**config.mk**
```make
export PLATFORM = sky130hd
export DESIGN_NAME = stick_auto_center_learner_core_flat
export DESIGN_NICKNAME = d
export VERILOG_FILES = /design/src/rtl/sacl_pkg.sv /design/src/rtl/sacl_sample_if.sv /design/src/rtl/sacl_result_if.sv /design/src/rtl/stick_auto_center_learner_core.sv /design/src/flat_wrapper.sv
export SDC_FILE = /design/constraint.sdc
export NUM_CORES = 2
export LEC_CHECK = 0
export BUFFER_PORTS_ARGS = -buffer_cell sky130_fd_sc_hd__buf_2
export CORE_UTILIZATION = 35
export DETAILED_ROUTE_END_ITERATION = 12
export PLACE_DENSITY = 0.56
export SYNTH_ARGS = -nofsm -noshare
export SYNTH_HDL_FRONTEND = slang
export SYNTH_SLANG_ARGS = --single-unit
```
**constraint.sdc**
```tcl
create_clock -name clk -period 13 [get_ports clk]
set_clock_uncertainty 0.2 [all_clocks]
set_input_delay 0 -clock clk [delete_from_list [all_inputs] [get_ports clk]]
set_output_delay 0 -clock clk [all_outputs]
set_load 0.02 [all_outputs]
```
**src/rtl/sacl_pkg.sv**
```systemverilog
`timescale 1ns / 1ps
// Shared types, constants and helpers for the stick auto-center learner.
// No dependencies; every other file in rtl/ uses this package.
package sacl_pkg;

	localparam int AxisW       = 12;
	localparam int SumW        = 17;
	localparam int CountW      = 5;
	localparam int PackedW     = 24;
	localparam int SamplesDef  = 20;
	// Fixed-point shift of the reciprocal: exact for any SumW-bit sum and divisor < 2**CountW
	localparam int RecipShift  = SumW + CountW;

	localparam logic [AxisW-1:0] AXIS_MID   = 12'd2048;
	localparam logic [AxisW-1:0] WINDOW_RST = 12'd256;

	localparam logic OP_SAMPLE = 1'b0;
	localparam logic OP_RESET  = 1'b1;

	typedef logic [AxisW-1:0]  axis_t;
	typedef logic [SumW-1:0]   sum_t;
	typedef logic [CountW-1:0] count_t;

	typedef struct packed {
		axis_t ry;
		axis_t rx;
		axis_t ly;
		axis_t lx;
	} axes_t;

	typedef struct packed {
		sum_t ry;
		sum_t rx;
		sum_t ly;
		sum_t lx;
	} sums_t;

	typedef struct packed {
		logic                op;
		logic                source;
		logic [PackedW-1:0]  left_packed;
		logic [PackedW-1:0]  right_packed;
		logic                buttons_held;
	} sample_t;

	typedef struct packed {
		axis_t left_x;
		axis_t left_y;
		axis_t right_x;
		axis_t right_y;
		axis_t center_left_x;
		axis_t center_left_y;
		axis_t center_right_x;
		axis_t center_right_y;
		logic  is_calibrated;
		logic  learned_now;
	} result_t;

	// True when the axis lies within win of the midpoint (inclusive)
	function automatic logic near_mid(input axis_t v, input axis_t win);
		axis_t offset;
		offset = (v >= AXIS_MID) ? (v - AXIS_MID) : (AXIS_MID - v);
		return offset <= win;
	endfunction

endpackage

```
**src/rtl/sacl_sample_if.sv**
```systemverilog
`timescale 1ns / 1ps
// Valid/ready channel carrying one stick sample item.
// Depends on sacl_pkg for the payload type.
interface sacl_sample_if;
	logic              valid;
	logic              ready;
	sacl_pkg::sample_t data;

	modport source (output valid, output data, input ready);
	modport sink (input valid, input data, output ready);
endinterface

```
**src/rtl/sacl_result_if.sv**
```systemverilog
`timescale 1ns / 1ps
// Valid/ready channel carrying one result item of the learner.
// Depends on sacl_pkg for the payload type.
interface sacl_result_if;
	logic              valid;
	logic              ready;
	sacl_pkg::result_t data;

	modport source (output valid, output data, input ready);
	modport sink (input valid, input data, output ready);
endinterface

```
**src/rtl/stick_auto_center_learner_core.sv**
```systemverilog
`timescale 1ns / 1ps
// Stick auto-center learner: per-context rest detection, sums and center learning.
// Depends on sacl_pkg, sacl_sample_if and sacl_result_if.
//
//  Channel   Kind          Direction  Contents
//  sample    valid/ready   in         op, source, left/right packed sticks, buttons_held
//  result    valid/ready   out        axes, learned centers, is_calibrated, learned_now
//  cfg       write enable  in         center_window (12 bit)
//
// One item per cycle sustained while the result is taken; an item is captured in the input
// register and its result is then offered from the result register. The rest test,
// the compare/add/count update and the divide by SAMPLES (a reciprocal multiply)
// all sit between those two registers, so the per-context state updates as the item advances.
// Reset puts both contexts to centers 2048, uncalibrated, window 256.
// A stalled result holds the input register, which then holds off new items.
module stick_auto_center_learner_core #(
	parameter int SAMPLES = sacl_pkg::SamplesDef
) (
	input  logic                         clk,
	input  logic                         arst_n,
	sacl_sample_if.sink                  sample,
	sacl_result_if.source                result,
	input  logic                         cfg_we,
	input  logic [sacl_pkg::AxisW-1:0]   cfg_wdata
);

	localparam int RecipW = sacl_pkg::RecipShift + 1;
	localparam int ProdW  = sacl_pkg::SumW + RecipW;
	localparam longint unsigned RecipVal =
		((64'd1 << sacl_pkg::RecipShift) + SAMPLES - 1) / SAMPLES;
	localparam logic [RecipW-1:0] Recip = RecipW'(RecipVal);
	localparam sacl_pkg::count_t SamplesC = sacl_pkg::CountW'(SAMPLES);
	localparam sacl_pkg::axes_t MidAxes = '{
		ry: sacl_pkg::AXIS_MID, rx: sacl_pkg::AXIS_MID,
		ly: sacl_pkg::AXIS_MID, lx: sacl_pkg::AXIS_MID
	};

	// Configuration
	sacl_pkg::axis_t window_q;

	// Per-context learning state
	logic             done_q  [2];
	sacl_pkg::count_t count_q [2];
	sacl_pkg::sums_t  sums_q  [2];
	sacl_pkg::axes_t  centers_q [2];

	// Stage 1: input register
	logic              valid_s1;
	sacl_pkg::sample_t item_s1;

	// Output register
	logic              out_valid_q;
	sacl_pkg::result_t result_q;

	logic adv1;

	// Handshake: the input register moves when the output register is empty or draining
	assign adv1         = valid_s1 && (!out_valid_q || result.ready);
	assign sample.ready = !valid_s1 || adv1;
	assign result.valid = out_valid_q;
	assign result.data  = result_q;

	// Hold the window register
	always_ff @(posedge clk or negedge arst_n) begin
		if (!arst_n) begin
			window_q <= sacl_pkg::WINDOW_RST;
		end else if (cfg_we) begin
			window_q <= cfg_wdata;
		end
	end

	// Capture the incoming item
	always_ff @(posedge clk or negedge arst_n) begin
		if (!arst_n) begin
			valid_s1 <= 1'b0;
		end else if (sample.ready) begin
			valid_s1 <= sample.valid;
		end
	end

	always_ff @(posedge clk) begin
		if (sample.valid && sample.ready) begin
			item_s1 <= sample.data;
		end
	end

	// Divide a sum by SAMPLES through the reciprocal
	function automatic sacl_pkg::axis_t div_samples(input sacl_pkg::sum_t s);
		logic [ProdW-1:0] prod;
		prod = ProdW'(s) * ProdW'(Recip);
		return prod[sacl_pkg::RecipShift +: sacl_pkg::AxisW];
	endfunction

	// Stage 1 logic: rest test, running sums and count, centers and result
	logic              ctx;
	sacl_pkg::axes_t   axes;
	logic              resting;
	sacl_pkg::count_t  count_inc;
	sacl_pkg::sums_t   sums_inc;
	logic              learn;
	logic              done_after;
	sacl_pkg::axes_t   quot;
	sacl_pkg::axes_t   center_out;
	sacl_pkg::result_t result_d;

	always_comb begin
		ctx     = item_s1.source;
		axes.lx = item_s1.left_packed[sacl_pkg::AxisW-1:0];
		axes.ly = item_s1.left_packed[sacl_pkg::PackedW-1:sacl_pkg::AxisW];
		axes.rx = item_s1.right_packed[sacl_pkg::AxisW-1:0];
		axes.ry = item_s1.right_packed[sacl_pkg::PackedW-1:sacl_pkg::AxisW];
		resting = !item_s1.buttons_held
			&& sacl_pkg::near_mid(axes.lx, window_q)
			&& sacl_pkg::near_mid(axes.ly, window_q)
			&& sacl_pkg::near_mid(axes.rx, window_q)
			&& sacl_pkg::near_mid(axes.ry, window_q);
		count_inc   = count_q[ctx] + sacl_pkg::CountW'(1);
		sums_inc.lx = sums_q[ctx].lx + sacl_pkg::SumW'(axes.lx);
		sums_inc.ly = sums_q[ctx].ly + sacl_pkg::SumW'(axes.ly);
		sums_inc.rx = sums_q[ctx].rx + sacl_pkg::SumW'(axes.rx);
		sums_inc.ry = sums_q[ctx].ry + sacl_pkg::SumW'(axes.ry);
		learn = (item_s1.op == sacl_pkg::OP_SAMPLE) && !done_q[ctx] && resting
			&& (count_inc >= SamplesC);
		done_after = (item_s1.op == sacl_pkg::OP_RESET) ? 1'b0 : (done_q[ctx] || learn);
		quot.lx = div_samples(sums_inc.lx);
		quot.ly = div_samples(sums_inc.ly);
		quot.rx = div_samples(sums_inc.rx);
		quot.ry = div_samples(sums_inc.ry);
		if (learn) begin
			center_out = quot;
		end else if (item_s1.op == sacl_pkg::OP_RESET) begin
			center_out = MidAxes;
		end else begin
			center_out = centers_q[ctx];
		end
		result_d.left_x         = done_after ? axes.lx : sacl_pkg::AXIS_MID;
		result_d.left_y         = done_after ? axes.ly : sacl_pkg::AXIS_MID;
		result_d.right_x        = done_after ? axes.rx : sacl_pkg::AXIS_MID;
		result_d.right_y        = done_after ? axes.ry : sacl_pkg::AXIS_MID;
		result_d.center_left_x  = center_out.lx;
		result_d.center_left_y  = center_out.ly;
		result_d.center_right_x = center_out.rx;
		result_d.center_right_y = center_out.ry;
		result_d.is_calibrated  = done_after;
		result_d.learned_now    = learn;
	end

	// Update per-context sums, count and done flag as the item advances
	always_ff @(posedge clk or negedge arst_n) begin
		if (!arst_n) begin
			for (int c = 0; c < 2; c++) begin
				done_q[c]  <= 1'b0;
				count_q[c] <= '0;
				sums_q[c]  <= '0;
			end
		end else if (adv1) begin
			if (item_s1.op == sacl_pkg::OP_RESET) begin
				for (int c = 0; c < 2; c++) begin
					done_q[c]  <= 1'b0;
					count_q[c] <= '0;
					sums_q[c]  <= '0;
				end
			end else if (!done_q[ctx]) begin
				if (resting) begin
					sums_q[ctx]  <= sums_inc;
					count_q[ctx] <= count_inc;
					if (learn) begin
						done_q[ctx] <= 1'b1;
					end
				end else begin
					sums_q[ctx]  <= '0;
					count_q[ctx] <= '0;
				end
			end
		end
	end

	// Store learned centers, or drop both back to midpoint on reset op
	always_ff @(posedge clk or negedge arst_n) begin
		if (!arst_n) begin
			for (int c = 0; c < 2; c++) begin
				centers_q[c] <= MidAxes;
			end
		end else if (adv1) begin
			if (item_s1.op == sacl_pkg::OP_RESET) begin
				for (int c = 0; c < 2; c++) begin
					centers_q[c] <= MidAxes;
				end
			end else if (learn) begin
				centers_q[ctx] <= quot;
			end
		end
	end

	// Output register
	always_ff @(posedge clk or negedge arst_n) begin
		if (!arst_n) begin
			out_valid_q <= 1'b0;
		end else if (adv1) begin
			out_valid_q <= 1'b1;
		end else if (result.ready) begin
			out_valid_q <= 1'b0;
		end
	end

	always_ff @(posedge clk) begin
		if (adv1) begin
			result_q <= result_d;
		end
	end

endmodule
```
**src/flat_wrapper.sv**
```systemverilog
// flat-port wrapper written by rule: the top's interface ports become plain ports
module stick_auto_center_learner_core_flat 
#(
	parameter int SAMPLES = sacl_pkg::SamplesDef
)
  (clk, arst_n, cfg_we, cfg_wdata, sample_valid, sample_data, sample_ready, result_valid, result_data, result_ready);
  sacl_sample_if sample_i ();
  sacl_result_if result_i ();
  input  logic clk;
  input  logic arst_n;
  input  logic cfg_we;
  input  logic [sacl_pkg::AxisW-1:0] cfg_wdata;
  input wire logic [$bits(sample_i.valid)-1:0] sample_valid;
  input wire logic [$bits(sample_i.data)-1:0] sample_data;
  output wire logic [$bits(sample_i.ready)-1:0] sample_ready;
  output wire logic [$bits(result_i.valid)-1:0] result_valid;
  output wire logic [$bits(result_i.data)-1:0] result_data;
  input wire logic [$bits(result_i.ready)-1:0] result_ready;
  assign sample_i.valid = sample_valid;
  assign sample_i.data = sample_data;
  assign sample_ready = sample_i.ready;
  assign result_valid = result_i.valid;
  assign result_data = result_i.data;
  assign result_i.ready = result_ready;
  stick_auto_center_learner_core #(.SAMPLES(SAMPLES)) u_core (.clk(clk), .arst_n(arst_n), .sample(sample_i), .result(result_i), .cfg_we(cfg_we), .cfg_wdata(cfg_wdata));
endmodule
```
# [After elaboration in Yosys (flattened, before gate mapping)]
# Index checks and enable logic that the tools add are counted.
[classes] addsub=13 mul=4 n_lt_le_gt_ge=11 eq_ne=1 mux=44 n_bitwise=7 n_reduce_logical=23
[op_table] op="136-bit 2-to-1 mux" n=3
[op_table] op="48-bit 2-to-1 mux" n=6
[op_table] op="68-bit 2-to-1 mux" n=4
[op_table] op="96-bit 2-to-1 mux" n=2
[op_table] op="136-bit AND" n=1
[op_table] op="136-bit bitwise mux" n=1
[op_table] op="136-bit NOT" n=1
[op_table] op="17-bit by 16-bit multiplier with 32-bit output (second input constant)" n=4
[op_table] op="96-bit bitwise mux" n=1
[op_table] op="17-bit by 12-bit adder with 17-bit output" n=4
[op_table] op="68-bit demux with 1-bit select" n=1
[op_table] op="48-bit demux with 1-bit select" n=1
[op_table] op="12-bit >= comparator (second input constant)" n=4
[op_table] op="12-bit <= comparator" n=4
[op_table] op="12-bit 2-to-1 mux" n=4
[op_table] op="12-bit subtractor (first input constant)" n=4
[op_table] op="12-bit subtractor (second input constant)" n=4
[op_table] op="10-bit 2-to-1 mux" n=3
[op_table] op="5-bit 2-to-1 mux" n=4
[op_table] op="10-bit AND" n=1
[op_table] op="10-bit bitwise mux" n=1
[op_table] op="1-bit logical AND" n=10
[op_table] op="10-bit NOT" n=1
[op_table] op="2-bit 2-to-1 mux" n=4
[op_table] op="other kinds (16)" n=30
[word_totals] ff_bits=407 input_bits=68 word_cells=141

# [Longest topological paths before layout]
[depth] depth_word=13 mapped_depth=38

# [Least setup slack after synthesis]
# Ideal clock, no wire load.
[synth_path] kind="register to register" start="register u_core.item_s1, in the netlist u_core.ctx" end="register u_core.result_q, in the netlist u_core.result.data[24] (data pin)" setup_ns=0.254 arrival_time_ns=9.333 required_time_ns=12.546 slack_ns=3.213 path_stages_with_launch=39 n_path_buf=6 synth_period_minus_slack_ns=9.787 path_cell_list="edfxtp_1 > buf_4 > buf_2 > buf_2 > buf_2 > clkbuf_1 > clkbuf_1 > mux2_2 > ha_1 > fa_1 > a21o_1 > a21oi_1 > o21bai_1 > a21oi_1 > o21a_1 > o31ai_1 > nand3_1 > xnor2_1 > [3 not listed] > inv_1 > fa_1 > inv_1 > fa_1 > fa_1 > inv_1 > fa_1 > inv_1 > ha_1 > and3_1 > a221o_1 > a21oi_1 > o2111a_1 > a21oi_1 > a311o_1 > a21oi_1 > xnor2_1 > o21a_1"
[synth_lines] item="from (decl)" line="stick_auto_center_learner_core.sv:49" source="sacl_pkg::sample_t item_s1;"
[synth_lines] item="from (signal assigned)" line="stick_auto_center_learner_core.sv:83" source="item_s1 <= sample.data;"
[synth_lines] item="to (signal assigned)" line="stick_auto_center_learner_core.sv:208" source="result_q <= result_d;"
[synth_lines] item="to (decl)" line="stick_auto_center_learner_core.sv:53" source="sacl_pkg::result_t result_q;"

==> run summary <==
status - completed
Antenna diodes - 0
most frequent cells after synthesis - inv_1, ha_1, fa_1, dfrtp_1, xnor2_1
RSZ-0062 raised after global routing - false
average size of a mapped cell - 10.3 um2
Mapped Nets - 4,865
Rel. slew slack - 0.274
Post-Layout Cell Count - 5,718
CTS buffer count - 49
Critical Path RT - 13.14 ns
Register Area - 10,900 um2
Area growth syn-to-layout - 14.8%
Core Area - 113,000 um2
Filler Cell Count - 11,100
Fin Setup TNS - 0 ns
PortBufs - 167
critical path fanouts, max - 67
CP startpoint kind - flop
drt via density - 5.06
crit path capture type - flop
die area - 115,000 um2
dpl cells - 5,473
Synth top area share - 0.191
CTS Root Buffer Type - clkbuf_16
Final Util - 0.406
TritonRoute pass-1 iters - 5
Starting Density - 0.354
final setup fails - 0
Final #Nets - 5,175
Crit path arrival time - 10.31 ns
share of cells above drive strength 1 - 0.0993
Yosys reg bits - 407
Detailed Route WL - 110 mm
Ys Warns - 0
CTS tree - done
First DRT Iteration DRCs - 1,775
Critical Setup Path Class - flop to flop
register area share after synthesis - 0.274
Total GRT Usage - 0.196
area of the multi-input gates - 26,100 um2
Slowest-stage cell, CP - xnor2_1
post-layout min period - 10.17 ns
max-capacitance violation count - 0
Mapped Area - 39,900 um2
antenna violations before repair - 10
number of synthesized flops with an enable pin - 149
Die W - 339 um
DR DRC count - 0
H-Tree Depth - 2
Detail Route Antenna Nets - 0
clk_lat worst skew - 0.63 ns
WL per Instance - 19.3 um
Gate Count Post-Synth - 3,871
Final Max Tran Viols - 0
Most used DFF post-synth - dfrtp_1
Synth area leader - ha_1
setup ws final - 2.83 ns
pre-CTS setup slack - 2.74 ns
Crit path largest cell delay - 0.62 ns
Boundary Pins - 168
row cnt - 123
total global routing overflow - 0
vias in the first global route - 29,900
measured slew at the worst slew-check pin - 1.07 ns
Netlist cell types - 84
CTS clk-pin slew, worst paths - 0.06 ns
Hold Startpoint - cfg_we
Hold/Removal Path Class - input pin to flop
period utilization - 0.782
routability cong. - 0.921
placed wire-length estimate - 84.1 mm
pin count of the biggest net entering global routing - 141
clk sinks - 407
Worst R2R Start - u_core.ctx$_DFFE_PP_
asr flop ratio synth - 0.634
Via Count - 28,900
crit path launch - u_core.ctx$_DFFE_PP_
dominant cell by count in the synthesized netlist - inv_1
Die H - 339 um
maximum clock frequency - 0.0983 GHz
clock tree buffer depth - 3
synth top area cells - ha_1, fa_1, dfrtp_1, edfxtp_1, inv_1
Final Hold Vio Count - 0
first-pass GRT wire length - 177 mm
[flip-flops by register name (all words and copies together) (netlist names)]
register / count
u_core.item_s1: 2
u_core.valid_s1: 1
u_core.centers_q: 96
u_core.done_q: 2
u_core.result.data: 98
u_core.sums_q: 136
u_core.result.valid: 1
u_core.window_q: 12
u_core.count_q: 10
u_core.axes: 48
u_core.ctx: 1
[per-stage QoR]
stage | hold slack (ns) | instance area [um2]
floorplan | -0.496 | 39900
global placement | -0.0220 | 42600
detailed placement | -0.0219 | 42600
CTS | 0.0976 | 45700
global route | 0.167 | 45700
finish | 0.139 | 45700
[cell type report]
cell class                      count  share of cell area
Sequential cell                   407               0.239
Tap cell                         1500              0.0410
Multi-Input combinational cell   2705               0.570
Clock buffer                       61              0.0287
Timing Repair Buffer              370              0.0613
Inverter                          648              0.0533
Clock inverter                     27             0.00637
[path summary, 6_finish.rpt]
check                      cells after the start  slack (ns)                          endpoint
max                                           33        2.83  u_core.result.data[25]$_DFFE_PP_
min                                            3        0.14    u_core.window_q[7]$_DFFE_PN0P_
max reg2reg                                   33        2.83  u_core.result.data[25]$_DFFE_PP_
min reg2reg                                    2        0.28     u_core.sums_q[82]$_DFFE_PN0P_
max in group asynchronous                      4       11.46  u_core.centers_q[18]$_DFFE_PN0P_
min in group asynchronous                      3        0.30    u_core.window_q[8]$_DFFE_PN1P_
[kinds of logic (layout without fill, tap and decap cells)]
| kind of cell | after synthesis | after routing | share of synthesized area |
|---|---|---|---|
| muxes | 98 | 98 | 0.0269 |
| xor gates and xnor gates | 287 | 287 | 0.0641 |
| DFF | 407 | 407 | 0.274 |
| and+or+nand+nor | 651 | 651 | 0.0839 |
| adders and majority gates | 926 | 926 | 0.350 |
| AOI/OAI and AO/OA | 743 | 743 | 0.128 |
| buffers and inverters | 759 | 1106 | 0.0727 |
[placed cells by master (no fill, tap or decap), drive strengths merged, types with 23 or more instances in the layout]
cell and n:
a21oi 146, nor2b 50, mux2 72, and3 23, nand2 168, xor2 114
inv 652, o2bb2ai 40, edfxtp 149, dfrtp 249, xnor2 171, buf 214
clkbuf 61, o21ai 178, dlygate4sd3 156, a21o 64, ha 610, a22o 86
nor2 100, o21a 27, o21bai 25, fa 316, nand2b 25, mux2i 26
o211ai 25, a211oi 71, and2 57, nand3 86, nor3 55
[layer usage]
metal | up-vias | routed length, um | GRT usage
met1 | 14300 | 53000 | 0.283
met4 | 2 | 2110 | 0.0416
met5 | - | 13 | 0
met2 | 638 | 49600 | 0.309
met3 | 116 | 5780 | 0.0292
li1 | 13900 | - | -
[worst max-delay path: cells and delay by family, from the launching register on]
family,cells,cell delay [ns]
AOI/OAI and AO/OA,11,2.45
xor gates and xnor gates,1,0.62
adders and majority gates,9,3.58
buffers and inverters,7,1.10
DFF,1,0.37
muxes,1,0.37
and+or+nand+nor,4,1.19
[timing repair]
item                       in CTS  in global routing
hold buffers                  157                  0
setup buffers                   0                  0
hold endpoints to repair      183                  0
gates resized for setup         0                  0
setup endpoints to repair       0                  0
Power is left out: the tool's default activity adds up to more than one toggle a clock period on the data nets, which glitch-free logic cannot reach.
